==> config.mk <==
export PLATFORM = sky130hd
export DESIGN_NAME = bpc_setup
export DESIGN_NICKNAME = d
export VERILOG_FILES = /design/src/hw/rtl/bpc_pkg.sv /design/src/hw/rtl/bpc_setup.sv
export SDC_FILE = /design/constraint.sdc
export NUM_CORES = 1
export LEC_CHECK = 0
export BUFFER_PORTS_ARGS = -buffer_cell sky130_fd_sc_hd__buf_4
export CAP_MARGIN = 20
export CORE_ASPECT_RATIO = 1.5
export CORE_MARGIN = 2
export CORE_UTILIZATION = 45
export DETAILED_ROUTE_END_ITERATION = 8
export GPL_TIMING_DRIVEN = 0
export PLACE_DENSITY_LB_ADDON = 0.2
export SYNTH_ARGS = -nofsm -noshare
export SYNTH_HDL_FRONTEND = slang
export SYNTH_SLANG_ARGS = --single-unit
==> constraint.sdc <==
create_clock -name vclk -period 18.7
set_input_delay 4.675 -clock vclk [all_inputs]
set_output_delay 4.675 -clock vclk [all_outputs]
set_load 0.02 [all_outputs]
==> src/hw/rtl/bpc_pkg.sv <==
// Package of the bitmap pair collision block: constants, codes, types, helpers.
// Depends on nothing; used by every module of the block.
`default_nettype none

package bpc_pkg;

  localparam int MAX_DIM = 64;
  localparam int ROW_W   = $clog2(MAX_DIM);
  localparam int DIM_W   = 7;
  localparam int BITS_W  = 64;
  localparam int SHIFT_W = $clog2(BITS_W);
  localparam int POS_W   = 16;
  localparam int CRD_W   = 14;

  localparam logic [1:0] FUNC_WR_A  = 2'd0;
  localparam logic [1:0] FUNC_WR_B  = 2'd1;
  localparam logic [1:0] FUNC_QUERY = 2'd2;

  localparam logic [1:0] REG_WIDTH_A  = 2'd0;
  localparam logic [1:0] REG_HEIGHT_A = 2'd1;
  localparam logic [1:0] REG_WIDTH_B  = 2'd2;
  localparam logic [1:0] REG_HEIGHT_B = 2'd3;

  typedef enum logic [2:0] {
    ST_IDLE,
    ST_SETUP,
    ST_WALK,
    ST_DRAIN,
    ST_RESULT
  } state_t;

  typedef struct packed {
    logic signed [POS_W-1:0] ax;
    logic signed [POS_W-1:0] ay;
    logic signed [POS_W-1:0] bx;
    logic signed [POS_W-1:0] by;
  } query_t;

  typedef struct packed {
    logic [DIM_W-1:0] wa;
    logic [DIM_W-1:0] ha;
    logic [DIM_W-1:0] wb;
    logic [DIM_W-1:0] hb;
  } dims_t;

  typedef struct packed {
    logic               empty;
    logic [ROW_W-1:0]   ra0;
    logic [ROW_W-1:0]   rb0;
    logic [DIM_W-1:0]   rows;
    logic [SHIFT_W-1:0] sa;
    logic [SHIFT_W-1:0] sb;
    logic [BITS_W-1:0]  keep;
  } setup_t;

  // (pos + 8) / 16, truncated toward zero.
  function automatic logic signed [CRD_W-1:0] q4_to_pixel(input logic signed [POS_W-1:0] pos);
    logic signed [POS_W:0] p;
    logic signed [POS_W:0] adj;
    p   = $signed({pos[POS_W-1], pos}) + 17'sd8;
    adj = p[POS_W] ? (p + 17'sd15) : p;
    q4_to_pixel = CRD_W'(adj >>> 4);
  endfunction

  function automatic logic [DIM_W-1:0] clamp_dim(input logic [DIM_W-1:0] d);
    clamp_dim = (d > DIM_W'(MAX_DIM)) ? DIM_W'(MAX_DIM) : d;
  endfunction

endpackage

`default_nettype wire

==> src/hw/rtl/bpc_setup.sv <==
// Query setup: pixel corners, box overlap, row starts, shifts and column mask.
// Combinational; depends on bpc_pkg.
`default_nettype none

module bpc_setup (
  input  wire bpc_pkg::query_t qry,
  input  wire bpc_pkg::dims_t  dims,
  output bpc_pkg::setup_t      st
);

  logic [bpc_pkg::DIM_W-1:0]        wa, ha, wb, hb;
  logic signed [bpc_pkg::CRD_W-1:0] ax, ay, bx, by;
  logic signed [bpc_pkg::CRD_W-1:0] ax_end, ay_end, bx_end, by_end;
  logic signed [bpc_pkg::CRD_W-1:0] x0, x1, y0, y1;
  logic signed [bpc_pkg::CRD_W-1:0] span, nrows, sa, sb, ra, rb;
  logic [bpc_pkg::DIM_W-1:0]        span_n;

  always_comb begin
    wa = bpc_pkg::clamp_dim(dims.wa);
    ha = bpc_pkg::clamp_dim(dims.ha);
    wb = bpc_pkg::clamp_dim(dims.wb);
    hb = bpc_pkg::clamp_dim(dims.hb);

    ax = bpc_pkg::q4_to_pixel(qry.ax);
    ay = bpc_pkg::q4_to_pixel(qry.ay);
    bx = bpc_pkg::q4_to_pixel(qry.bx);
    by = bpc_pkg::q4_to_pixel(qry.by);

    ax_end = ax + $signed(bpc_pkg::CRD_W'(wa));
    ay_end = ay + $signed(bpc_pkg::CRD_W'(ha));
    bx_end = bx + $signed(bpc_pkg::CRD_W'(wb));
    by_end = by + $signed(bpc_pkg::CRD_W'(hb));

    x0 = (ax > bx) ? ax : bx;
    y0 = (ay > by) ? ay : by;
    x1 = (ax_end < bx_end) ? ax_end : bx_end;
    y1 = (ay_end < by_end) ? ay_end : by_end;

    span  = x1 - x0;
    nrows = y1 - y0;
    sa    = x0 - ax;
    sb    = x0 - bx;
    ra    = y0 - ay;
    rb    = y0 - by;
    span_n = span[bpc_pkg::DIM_W-1:0];

    st.empty = (wa == '0) || (ha == '0) || (wb == '0) || (hb == '0)
               || (x1 <= x0) || (y1 <= y0);
    st.ra0   = ra[bpc_pkg::ROW_W-1:0];
    st.rb0   = rb[bpc_pkg::ROW_W-1:0];
    st.rows  = nrows[bpc_pkg::DIM_W-1:0];
    st.sa    = sa[bpc_pkg::SHIFT_W-1:0];
    st.sb    = sb[bpc_pkg::SHIFT_W-1:0];
    st.keep  = (span_n >= bpc_pkg::DIM_W'(bpc_pkg::BITS_W)) ? '1 :
               ((bpc_pkg::BITS_W'(1) << span_n) - bpc_pkg::BITS_W'(1));
  end

endmodule

`default_nettype wire

==> results.md <==
* Slowest stage cell, crit path: o41ai_4
* Max Cap Viol at 0
* Hold Buf Count CTS at 0
* Cell Rows at 64
* Comb power frac at 100.0%
* Hold Crit Class: in2out
* First-pass GRT wire length at 45150 um
* Most used cell, CP: ha_1
* Syn_nets at 1569
* CP max stage delay at 0.51 ns
* Fill cells at 2045
* Layout cell share with drive strength beyond 1 at 15.83%
* Final Cycle Share at 96.64%
* Worst setup margin at 0.6275 ns
* Netlist cell types at 89
* Area leader, netlist: ha_1
* Mux contribution to synthesized area at 6.988%
* Post-Synth Simple-Gate Area at 25.41%
* Total leakage power at 5.092 nW
* Power Dens Cells at 147.9 mW/mm^2
* Die area at 0.02155 mm^2
* WP data arrival at 13.40 ns
* Via count at 10206
* Critical Path Source Type: input port
* Fin. max-slew vios at 0
* Placer Congestion at 1.004
* Area Overhead vs Synth at 19.64%
* Critical path buffers and inverters at 5
* Switching pwr at 0.001016 W
* Synth Area in XOR/XNOR at 14.86%
* Antenna diodes at 0
* TritonRoute pass-1 iters at 5
* Antenna-violating nets left at 0
* Most common cell after layout, fill and taps aside: buf_4
* Worst slew margin at 30.05%
* Largest family of logic cells by synthesized area: simple AND/OR/NAND/NOR gates
* Most frequent cells in the layout: 184 x buf_4, 137 x ha_1, 127 x inv_1, 109 x a21oi_1, 107 x xnor2_1
* DR iter-0 viols at 603
* Crit path capture type: primary output
* Initial antenna violation count at 0
* Yosys warns at 0
* Cell internal pwr at 0.0006060 W
* Crit Path Max Fanout at 10
* Cells after synthesis at 1329
* Pin count of the biggest net entering global routing at 11
* Avg Cell Area, Syn at 6.898 um^2
* Core Area at 0.02018 mm^2
* Final setup viols at 0
* GRT overflow at 0
* Peak supply drop at 0.1220 mV
* Switching Share at 62.65%
* Vias in the first global route at 9589
* Final hold slack at 10.01 ns
* Worst-margin pin slew at 1.047 ns
* # DRC at 0
* # IOs at 188
* Sequential element share of the synthesized area at 0%
* Peak Freq at 55.33 MHz
* Clk network pwr share at 0%
* Placed cell count at 1774
* Port Buf Inserts at 181
* Post-route minimum period at 18.07 ns
* Sequential power share at 0%
* CP delay by family, top: compound AO/OA/AOI/OAI gates
* Routed wire length at 28680 um
* Starting Density at 45.43%
* Synth top area cells: ha_1 19%, xnor2_1 10%, mux2i_1 6.0%
* Post-synthesis compound-gate area fraction at 23.60%
* Mapped cell area at 0.009168 mm^2
* Pre-CTS setup slack at -0.8503 ns
* Layout net count at 1752
* HPWL Detailed at 24500 um
* DIE HEIGHT at 178.8 um
* Outcome: completed
* All-Layer GR Usage at 25.15%
* Adder-Cell Fraction of Synth Area at 21.47%
* Storage element area at 0 um^2
* Hold Fails Final Rpt at 0
* Clkbuf count at 0
* DR WL/cell at 16.17 um
* Critical path type: in2out
* Die width at 120.5 um
* Yosys top cell area share at 18.83%
* Non-Filler Instances at 1774
* Vias/cell at 5.753
* Worst EP required at 14.03 ns
* Seq_cells at 0
## tightest hold or removal path, cell delays in order
cell and delay, ns:
buf_4 0.11, nor4_1 0.21, nor4_1 0.11, nand3_1 0.08, buf_4 0.14
## metrics by stage
stage          util (%)  cell area [um^2]  setup TNS [ns]  total power [W]
2_1_floorplan         -              9168               0         0.001034
3_3_place_gp      53.80             10860          -10.84         0.001581
3_5_place_dp      53.80             10860          -13.35         0.001584
4_1_cts           54.10             10920               0         0.001593
5_1_grt           54.35             10970        -0.02144         0.001752
6_report          54.35             10970               0         0.001622
## area by class of cell
| cell class | count | area, um^2 | area share [%] |
|---|---|---|---|
| Buffer | 47 | 211.5 | 1.928 |
| Multi-Input combinational cell | 1149 | 8557 | 78.02 |
| Tap cell | 264 | 330.3 | 3.012 |
| Inverter | 130 | 488.0 | 4.449 |
| Timing Repair Buffer | 184 | 1381 | 12.59 |
## routing by layer
layer,vias up,share of wire [%],track usage [%]
met5,-,0,0
met4,0,4.0,9.399
met3,75,5.6,1.845
met2,390,50,48.12
met1,4652,40,28.74
li1,5089,-,-
## cells in the mapped netlist (40+ instances only)
cell type,count
xnor2_1,109
ha_1,138
nand3_1,40
xor2_1,44
nor2b_1,51
nand2_1,106
inv_1,127
nor2_1,87
o21ai_0,59
mux2i_1,55
a21oi_1,109
clkbuf_1,43
## worst paths after layout
| kind | start | end | slack (ns) | depth (start not counted) |
|---|---|---|---|---|
| setup / recovery | qry[22] | st[56] | 0.63 | 42 |
| hold / removal | dims[4] | st[95] | 10.01 | 5 |
## power by group through the flow
stage          clock network, W  logic (W)  registers (W)
2_1_floorplan                 0    0.00103              0
3_3_place_gp                  0    0.00158              0
5_1_grt                       0    0.00175              0
3_5_place_dp                  0    0.00158              0
6_report                      0    0.00162              0
4_1_cts                       0    0.00159              0
## timing repair
action,4_1_cts,5_1_grt
buffers inserted,2,1
setup endpoints to repair,31,39
gates resized for setup,8,20
pin swaps,1,3
## cells by family after synthesis
logic type / Yosys count
adders and majority gates: 152
AOI/OAI and AO/OA: 333
xor gates and xnor gates: 154
muxes: 63
buffers and inverters: 180
and+or+nand+nor: 447
No activity file was read; power rests on OpenSTA's default activity.
