[src/hw/rtl/bpc_pkg.sv]
// Package of the bitmap pair collision block: constants, codes, types, helpers.
// Depends on nothing; used by every module of the block.
`default_nettype none

package bpc_pkg;

  localparam int MAX_DIM = 64;
  localparam int ROW_W   = $clog2(MAX_DIM);
  localparam int DIM_W   = 7;
  localparam int BITS_W  = 64;
  localparam int SHIFT_W = $clog2(BITS_W);
  localparam int POS_W   = 16;
  localparam int CRD_W   = 14;

  localparam logic [1:0] FUNC_WR_A  = 2'd0;
  localparam logic [1:0] FUNC_WR_B  = 2'd1;
  localparam logic [1:0] FUNC_QUERY = 2'd2;

  localparam logic [1:0] REG_WIDTH_A  = 2'd0;
  localparam logic [1:0] REG_HEIGHT_A = 2'd1;
  localparam logic [1:0] REG_WIDTH_B  = 2'd2;
  localparam logic [1:0] REG_HEIGHT_B = 2'd3;

  typedef enum logic [2:0] {
    ST_IDLE,
    ST_SETUP,
    ST_WALK,
    ST_DRAIN,
    ST_RESULT
  } state_t;

  typedef struct packed {
    logic signed [POS_W-1:0] ax;
    logic signed [POS_W-1:0] ay;
    logic signed [POS_W-1:0] bx;
    logic signed [POS_W-1:0] by;
  } query_t;

  typedef struct packed {
    logic [DIM_W-1:0] wa;
    logic [DIM_W-1:0] ha;
    logic [DIM_W-1:0] wb;
    logic [DIM_W-1:0] hb;
  } dims_t;

  typedef struct packed {
    logic               empty;
    logic [ROW_W-1:0]   ra0;
    logic [ROW_W-1:0]   rb0;
    logic [DIM_W-1:0]   rows;
    logic [SHIFT_W-1:0] sa;
    logic [SHIFT_W-1:0] sb;
    logic [BITS_W-1:0]  keep;
  } setup_t;

  // (pos + 8) / 16, truncated toward zero.
  function automatic logic signed [CRD_W-1:0] q4_to_pixel(input logic signed [POS_W-1:0] pos);
    logic signed [POS_W:0] p;
    logic signed [POS_W:0] adj;
    p   = $signed({pos[POS_W-1], pos}) + 17'sd8;
    adj = p[POS_W] ? (p + 17'sd15) : p;
    q4_to_pixel = CRD_W'(adj >>> 4);
  endfunction

  function automatic logic [DIM_W-1:0] clamp_dim(input logic [DIM_W-1:0] d);
    clamp_dim = (d > DIM_W'(MAX_DIM)) ? DIM_W'(MAX_DIM) : d;
  endfunction

endpackage

`default_nettype wire

[src/hw/rtl/bpc_ctrl.sv]
// Query sequencer: captures a query, walks the overlapping rows through both
// mask stores one row a cycle, and holds the result register. Depends on bpc_pkg.
`default_nettype none

module bpc_ctrl (
  input  wire logic                       clk,
  input  wire logic                       rst,
  input  wire logic                       in_valid,
  output logic                            in_stall,
  input  wire logic [1:0]                 func,
  input  wire bpc_pkg::query_t            qry_in,
  output bpc_pkg::query_t                 qry,
  input  wire bpc_pkg::setup_t            st,
  output logic [bpc_pkg::ROW_W-1:0]       rd_addr_a,
  output logic [bpc_pkg::ROW_W-1:0]       rd_addr_b,
  input  wire logic [bpc_pkg::BITS_W-1:0] rd_data_a,
  input  wire logic [bpc_pkg::BITS_W-1:0] rd_data_b,
  output logic                            out_valid,
  input  wire logic                       out_stall,
  output logic                            collide
);

  bpc_pkg::state_t              state, state_next;
  logic [bpc_pkg::ROW_W-1:0]    ra, rb;
  logic [bpc_pkg::DIM_W-1:0]    rows_left;
  logic [bpc_pkg::SHIFT_W-1:0]  sa, sb;
  logic [bpc_pkg::BITS_W-1:0]   keep;
  logic                         hit, pend, row_hit, out_free, take_query;

  assign out_free   = !out_valid || !out_stall;
  assign take_query = (state == bpc_pkg::ST_IDLE) && in_valid && (func == bpc_pkg::FUNC_QUERY);
  assign row_hit    = |(((rd_data_a >> sa) & (rd_data_b >> sb)) & keep);
  assign rd_addr_a  = ra;
  assign rd_addr_b  = rb;

  always_ff @(posedge clk) begin
    if (rst) begin
      state <= bpc_pkg::ST_IDLE;
    end else begin
      state <= state_next;
    end
  end

  always_comb begin
    state_next = state;
    in_stall   = 1'b1;
    case (state)
      bpc_pkg::ST_IDLE: begin
        in_stall = 1'b0;
        if (take_query) begin
          state_next = bpc_pkg::ST_SETUP;
        end
      end
      bpc_pkg::ST_SETUP: begin
        state_next = st.empty ? bpc_pkg::ST_RESULT : bpc_pkg::ST_WALK;
      end
      bpc_pkg::ST_WALK: begin
        if (rows_left == bpc_pkg::DIM_W'(1)) begin
          state_next = bpc_pkg::ST_DRAIN;
        end
      end
      bpc_pkg::ST_DRAIN: begin
        state_next = bpc_pkg::ST_RESULT;
      end
      bpc_pkg::ST_RESULT: begin
        if (out_free) begin
          state_next = bpc_pkg::ST_IDLE;
        end
      end
      default: begin
        state_next = bpc_pkg::ST_IDLE;
      end
    endcase
  end

  // Row walk datapath.
  always_ff @(posedge clk) begin
    if (take_query) begin
      qry <= qry_in;
    end
    if (state == bpc_pkg::ST_SETUP) begin
      ra        <= st.ra0;
      rb        <= st.rb0;
      rows_left <= st.rows;
      sa        <= st.sa;
      sb        <= st.sb;
      keep      <= st.keep;
      hit       <= 1'b0;
    end else begin
      if (state == bpc_pkg::ST_WALK) begin
        ra        <= ra + bpc_pkg::ROW_W'(1);
        rb        <= rb + bpc_pkg::ROW_W'(1);
        rows_left <= rows_left - bpc_pkg::DIM_W'(1);
      end
      if (pend) begin
        hit <= hit | row_hit;
      end
    end
  end

  // Read data lands in the cycle after the address was issued.
  always_ff @(posedge clk) begin
    if (rst) begin
      pend <= 1'b0;
    end else begin
      pend <= (state == bpc_pkg::ST_WALK);
    end
  end

  always_ff @(posedge clk) begin
    if (rst) begin
      out_valid <= 1'b0;
    end else if ((state == bpc_pkg::ST_RESULT) && out_free) begin
      out_valid <= 1'b1;
    end else if (!out_stall) begin
      out_valid <= 1'b0;
    end
  end

  always_ff @(posedge clk) begin
    if ((state == bpc_pkg::ST_RESULT) && out_free) begin
      collide <= hit;
    end
  end

endmodule

`default_nettype wire

[config.mk]
export PLATFORM = sky130hd
export DESIGN_NAME = bpc_ctrl
export DESIGN_NICKNAME = d
export VERILOG_FILES = /design/src/hw/rtl/bpc_pkg.sv /design/src/hw/rtl/bpc_ctrl.sv
export SDC_FILE = /design/constraint.sdc
export NUM_CORES = 1
export LEC_CHECK = 0
export ABC_CLOCK_PERIOD_IN_PS = 4700
export CORE_MARGIN = 2
export CORE_UTILIZATION = 55
export CTS_CLUSTER_SIZE = 28
export DETAILED_ROUTE_END_ITERATION = 10
export DONT_BUFFER_PORTS = 1
export GPL_TIMING_DRIVEN = 0
export PLACE_DENSITY = 0.7
export SLEW_MARGIN = 20
export SYNTH_ARGS = -nofsm -noshare
export SYNTH_HDL_FRONTEND = slang
export SYNTH_SLANG_ARGS = --single-unit
[constraint.sdc]
create_clock -name clk -period 4.7 [get_ports clk]
set_clock_uncertainty 0.1 [all_clocks]
set_input_delay 0.47 -clock clk [delete_from_list [all_inputs] [get_ports clk]]
set_output_delay 0.47 -clock clk [all_outputs]
set_load 0.05 [all_outputs]
==> impl_summary.md <==
Timing
Setup repair after global routing left no endpoint under its margin. The worst path uses 99.35% of the clock period. The number of slew-limit violations in the final report is 0.

The count of endpoints failing setup in the final report is 0. In this run the tightest slew margin relative to its limit is slightly below 30%. The measured slew at the worst slew-check pin is 1.052 ns.

The number of hold violations in the final report is 0. The smallest clock period supported by the final layout is computed as between 4 and 5 ns. Timing would allow up to around 210 MHz.

Critical path
At the worst endpoint, the required time is 4.84 ns. The critical path goes through buf_4 -> inv_2 -> clkbuf_1 -> buf_1 -> mux2i_1 -> nor2_1 -> o21ai_0 -> o221ai_1 -> o211ai_1 -> nand4_1 -> nor4_1 -> a31oi_1. The kind of cell with the highest combined delay on the critical path is buffers and inverters.

The master of the slowest instance on the critical path is sky130_fd_sc_hd__mux2i_1. The worst flop-to-flop path startpoint is sb[2]. The end of the worst register-to-register path is hit. For the worst flop-to-flop path, the logic depth is 12. The nature of the critical path endpoint is a register.

The setup check on the worst reg-to-reg path leaves a slack of between 0.03 and 0.04 ns. The kind of start point of the critical path is a register. The critical path buffer and inverter count is 4. The critical path is of the register to register type. In this run the worst path has a maximum fanout of 10.

The arrival time reported for the critical path endpoint is between 4 and 5 ns. The highest cell delay on the worst timing path is approximately 0.76 ns. The critical path starts at sb[2].

Die
The starting density of the core is between 50% and 60%. Pin placement for this block handled between 300 and 400 I/O pins. The die is 162.6 um wide. The floorplan step defined a core boundary enclosing about 25000 sq um. The number of placement rows is slightly below 60. The die covers around 26000 sq um. The die boundary height is about 160 um.

Layout
For this run, the post-layout net count is ~1.5k. The area growth from synthesis to layout is 8.066%. Cells with a size suffix above 1 make up 23.23% of the layout.

The post-layout utilization of the core is between 50% and 60%.

Synthesis
The warning count from the yosys run is 0. The number of register bits inferred by synthesis is 166. Summed over all instances, the cell type with the most area after synthesis is sky130_fd_sc_hd__edfxtp_1.

The predominant post-synthesis flop cell is sky130_fd_sc_hd__edfxtp_1. The number of different library cells used by synthesis comes to 76. In this run the biggest area consumer among cell types represents 34.72% of the synthesized area.

The number of synthesized flops with an enable pin is 160. Synthesis handed over a netlist of roughly 1.2k instances. The share of flip-flops with an asynchronous set or reset after synthesis is 0%. Sequential cells were found to cover approximately 36% of the synthesized design area.

The synthesized cell area is around 14000 sq um. Dividing the synthesized area by the synthesized cell count gives between 10 and 15 sq um. By area the synthesized netlist is led by sky130_fd_sc_hd__edfxtp_1, sky130_fd_sc_hd__mux4_2, sky130_fd_sc_hd__mux2i_1.

When the netlist entered floorplanning its net count stood at 1465.

Worst hold path
For hold timing, the worst endpoint is out_valid. In this run the most critical hold path is launched from rst. The min-delay analysis places its worst path in the category primary input to register. The count of cells along the worst hold path is 1.

Placed design
The placed wire-length estimate is 43040 um. Buffers placed on the I/O ports in this run total 0. The routability congestion estimate from global placement is around 1.0.

Global routing
The number of antenna violations at the first check in global routing is 6. The global-route congestion overflow total is 0. The number of global-route vias before repair is around 12k. Entering global routing, the biggest net connects 58 pins. The all-layer global routing usage is about two fifths. The first global-routing pass estimated between 70000 and 80000 um of wire.

Route
Once detail routing completed, the nets flagged for antenna violations numbered 0. The average wire length per cell after detail routing is between 30 and 40 um. The post-detailed-route via-to-cell ratio is 7.832.

After the first detailed-routing iteration, the DRC count stood at roughly 1.8k. The number of iterations in the first detailed-routing pass is 6. For this run, design rule violations remaining after detail routing come to 0. The sum of routed wire length over all layers is between 50000 and 60000 um. The detailed router placed ~12k vias in this run.

Clock network
The clock tree synthesis step divided the H-tree into 4 levels. TritonCTS built the clock tree. For the worst-skew pair, the clock arrives at the later sink with an insertion delay of approximately 0.44 ns. TritonCTS created 17 clock buffers. Counting every sink on the clock net gives 166. The CTS clock-pin slew for the worst setup and hold paths is around 0.080 ns. The number of buffers inserted by hold repair at cts is 0. The clock passes through at most 2 buffers.

CTS placed an instance of sky130_fd_sc_hd__clkbuf_16 at the clock tree root.

Power and ir drop
The maximum vdd ir drop is 212.8 uV. The power per unit of standard cell area is 257.4 nW/um^2. The static leakage is between 5 and 6 nW. The total power is 3.850 mW.

Outcome
The run finished with clean final reports.

Job
The count of max-cap constraint violations is 0.
-- stage by stage --
step | hold WS, ns | worst slack, ns | area, sq um | setup TNS (ns) | cells
after floorplan | 0.3314 | 0.4463 | 13840 | 0 | 1167
after global placement | 0.4297 | -0.6512 | 14250 | -52.11 | 1497
after detailed placement | 0.4424 | 0.2188 | 14360 | 0 | 1501
after CTS | 0.004645 | 0.1759 | 14940 | 0 | 1533
after global routing | 0.007873 | 0.01176 | 14950 | 0 | 1537
final | 0.01116 | 0.03054 | 14950 | 0 | 1538
-- per-layer routing --
metal / part of all wire, % / up-vias / track usage (%)
met5: 0 / - / 0
met4: 4.2 / 0 / 13.07
met3: 14 / 158 / 11.76
met2: 46 / 1044 / 63.42
met1: 36 / 6006 / 53.77
li1: - / 4838 / -
-- cells by family after synthesis --
family | Yosys count | synth area share, %
muxes | 317 | 36.87
AOI/OAI and AO/OA | 249 | 12.24
buffers and inverters | 111 | 3.979
DFF | 166 | 35.59
xor gates and xnor gates | 14 | 0.8862
adders and majority gates | 4 | 0.3617
and+or+nand+nor | 306 | 10.07
-- registers in the layout (all words and copies together), names as in the netlist --
register,flops
sb,6
rd_addr_a,6
keep,64
rd_addr_b,6
pend,1
qry,64
state,3
collide,1
out_valid,1
hit,1
rows_left,7
sa,6
-- cells in the mapped netlist (all sizes together), types with 5 or more instances --
cell type	number
a211o	5
a211oi	9
a21o	5
a21oi	28
a221oi	5
a22o	5
a22oi	17
and2	7
and3	10
buf	54
clkbuf	40
dfxtp	6
edfxtp	160
inv	15
mux2	69
mux2i	106
mux4	142
nand2	117
nand2b	6
nand3	32
nand4	10
nor2	79
nor3	14
nor4	9
o2111ai	10
o211ai	18
o21ai	57
o221ai	7
o22ai	38
xnor2	8
xor2	6
-- timing repair --
item	CTS	global route
resized for setup	0	3
setup endpoints to repair	0	1
setup buffers	0	0
-- worst reg2reg max path, cell delays in order, from the launching register on --
cell and delay, ns:
sky130_fd_sc_hd__edfxtp_1 0.37, sky130_fd_sc_hd__buf_4 0.18, sky130_fd_sc_hd__inv_2 0.13, sky130_fd_sc_hd__clkbuf_1 0.44, sky130_fd_sc_hd__buf_1 0.60, sky130_fd_sc_hd__mux2i_1 0.76, sky130_fd_sc_hd__nor2_1 0.13, sky130_fd_sc_hd__o21ai_0 0.56
sky130_fd_sc_hd__o221ai_1 0.31, sky130_fd_sc_hd__o211ai_1 0.19, sky130_fd_sc_hd__nand4_1 0.14, sky130_fd_sc_hd__nor4_1 0.32, sky130_fd_sc_hd__a31oi_1 0.26
-- worst max path at each step --
stage	end	slack [ns]	cells past startpoint
2_1_floorplan	qry[0]	0.45	4
3_3_place_gp	rows_left[1]	-0.65	5
3_5_place_dp	hit	0.22	11
4_1_cts	hit	0.18	11
5_1_grt	hit	0.01	12
6_report	hit	0.03	12
-- report_power, final --
group	switching, mW	internal (mW)
clock network	0.716	0.711
logic	0.381	0.286
registers	0.0885	1.67
total	1.19	2.66
-- cells in the final DEF, fill, tap and decap left out, types with 5 or more instances in the layout --
master	synthesis	routed
sky130_fd_sc_hd__nand2b_1	6	6
sky130_fd_sc_hd__o2111ai_1	10	10
sky130_fd_sc_hd__edfxtp_1	160	160
sky130_fd_sc_hd__mux2i_1	105	104
sky130_fd_sc_hd__a211oi_1	9	9
sky130_fd_sc_hd__xnor2_1	8	8
sky130_fd_sc_hd__dfxtp_1	6	6
sky130_fd_sc_hd__diode_2	0	7
sky130_fd_sc_hd__a21oi_1	28	28
sky130_fd_sc_hd__clkbuf_1	39	36
sky130_fd_sc_hd__nor2_1	79	77
sky130_fd_sc_hd__mux2_2	64	64
sky130_fd_sc_hd__buf_1	18	17
sky130_fd_sc_hd__nand2_1	117	117
sky130_fd_sc_hd__mux2_1	5	5
sky130_fd_sc_hd__xor2_1	6	6
sky130_fd_sc_hd__a22o_1	5	5
sky130_fd_sc_hd__inv_1	11	11
sky130_fd_sc_hd__mux4_1	14	14
sky130_fd_sc_hd__and2_1	7	7
sky130_fd_sc_hd__o21ai_0	53	53
sky130_fd_sc_hd__mux4_2	128	128
sky130_fd_sc_hd__and3_1	10	10
sky130_fd_sc_hd__nand4_1	10	10
sky130_fd_sc_hd__inv_8	0	5
sky130_fd_sc_hd__o211ai_1	18	18
sky130_fd_sc_hd__a221oi_1	5	5
sky130_fd_sc_hd__clkbuf_16	0	17
sky130_fd_sc_hd__buf_2	21	21
sky130_fd_sc_hd__a21o_1	5	5
sky130_fd_sc_hd__nor3_1	14	14
sky130_fd_sc_hd__o221ai_1	7	7
sky130_fd_sc_hd__a22oi_1	17	17
sky130_fd_sc_hd__a211o_1	5	5
sky130_fd_sc_hd__nand3_1	32	32
sky130_fd_sc_hd__o22ai_1	38	38
sky130_fd_sc_hd__nor4_1	9	9
sky130_fd_sc_hd__buf_4	8	8
-- cell type report --
class                      instances  area, sq um
antenna                            7        17.52
buffer                            92        484.2
clock buffer                      17        425.4
clock inverter                    15        151.4
fill                            2062        10010
inverter                          17        63.81
multi-input combinational        890         8376
sequential                       166         4925
tap                              330        412.9
timing repair buffer               4        97.59
Power figures use the tool's default switching activity.
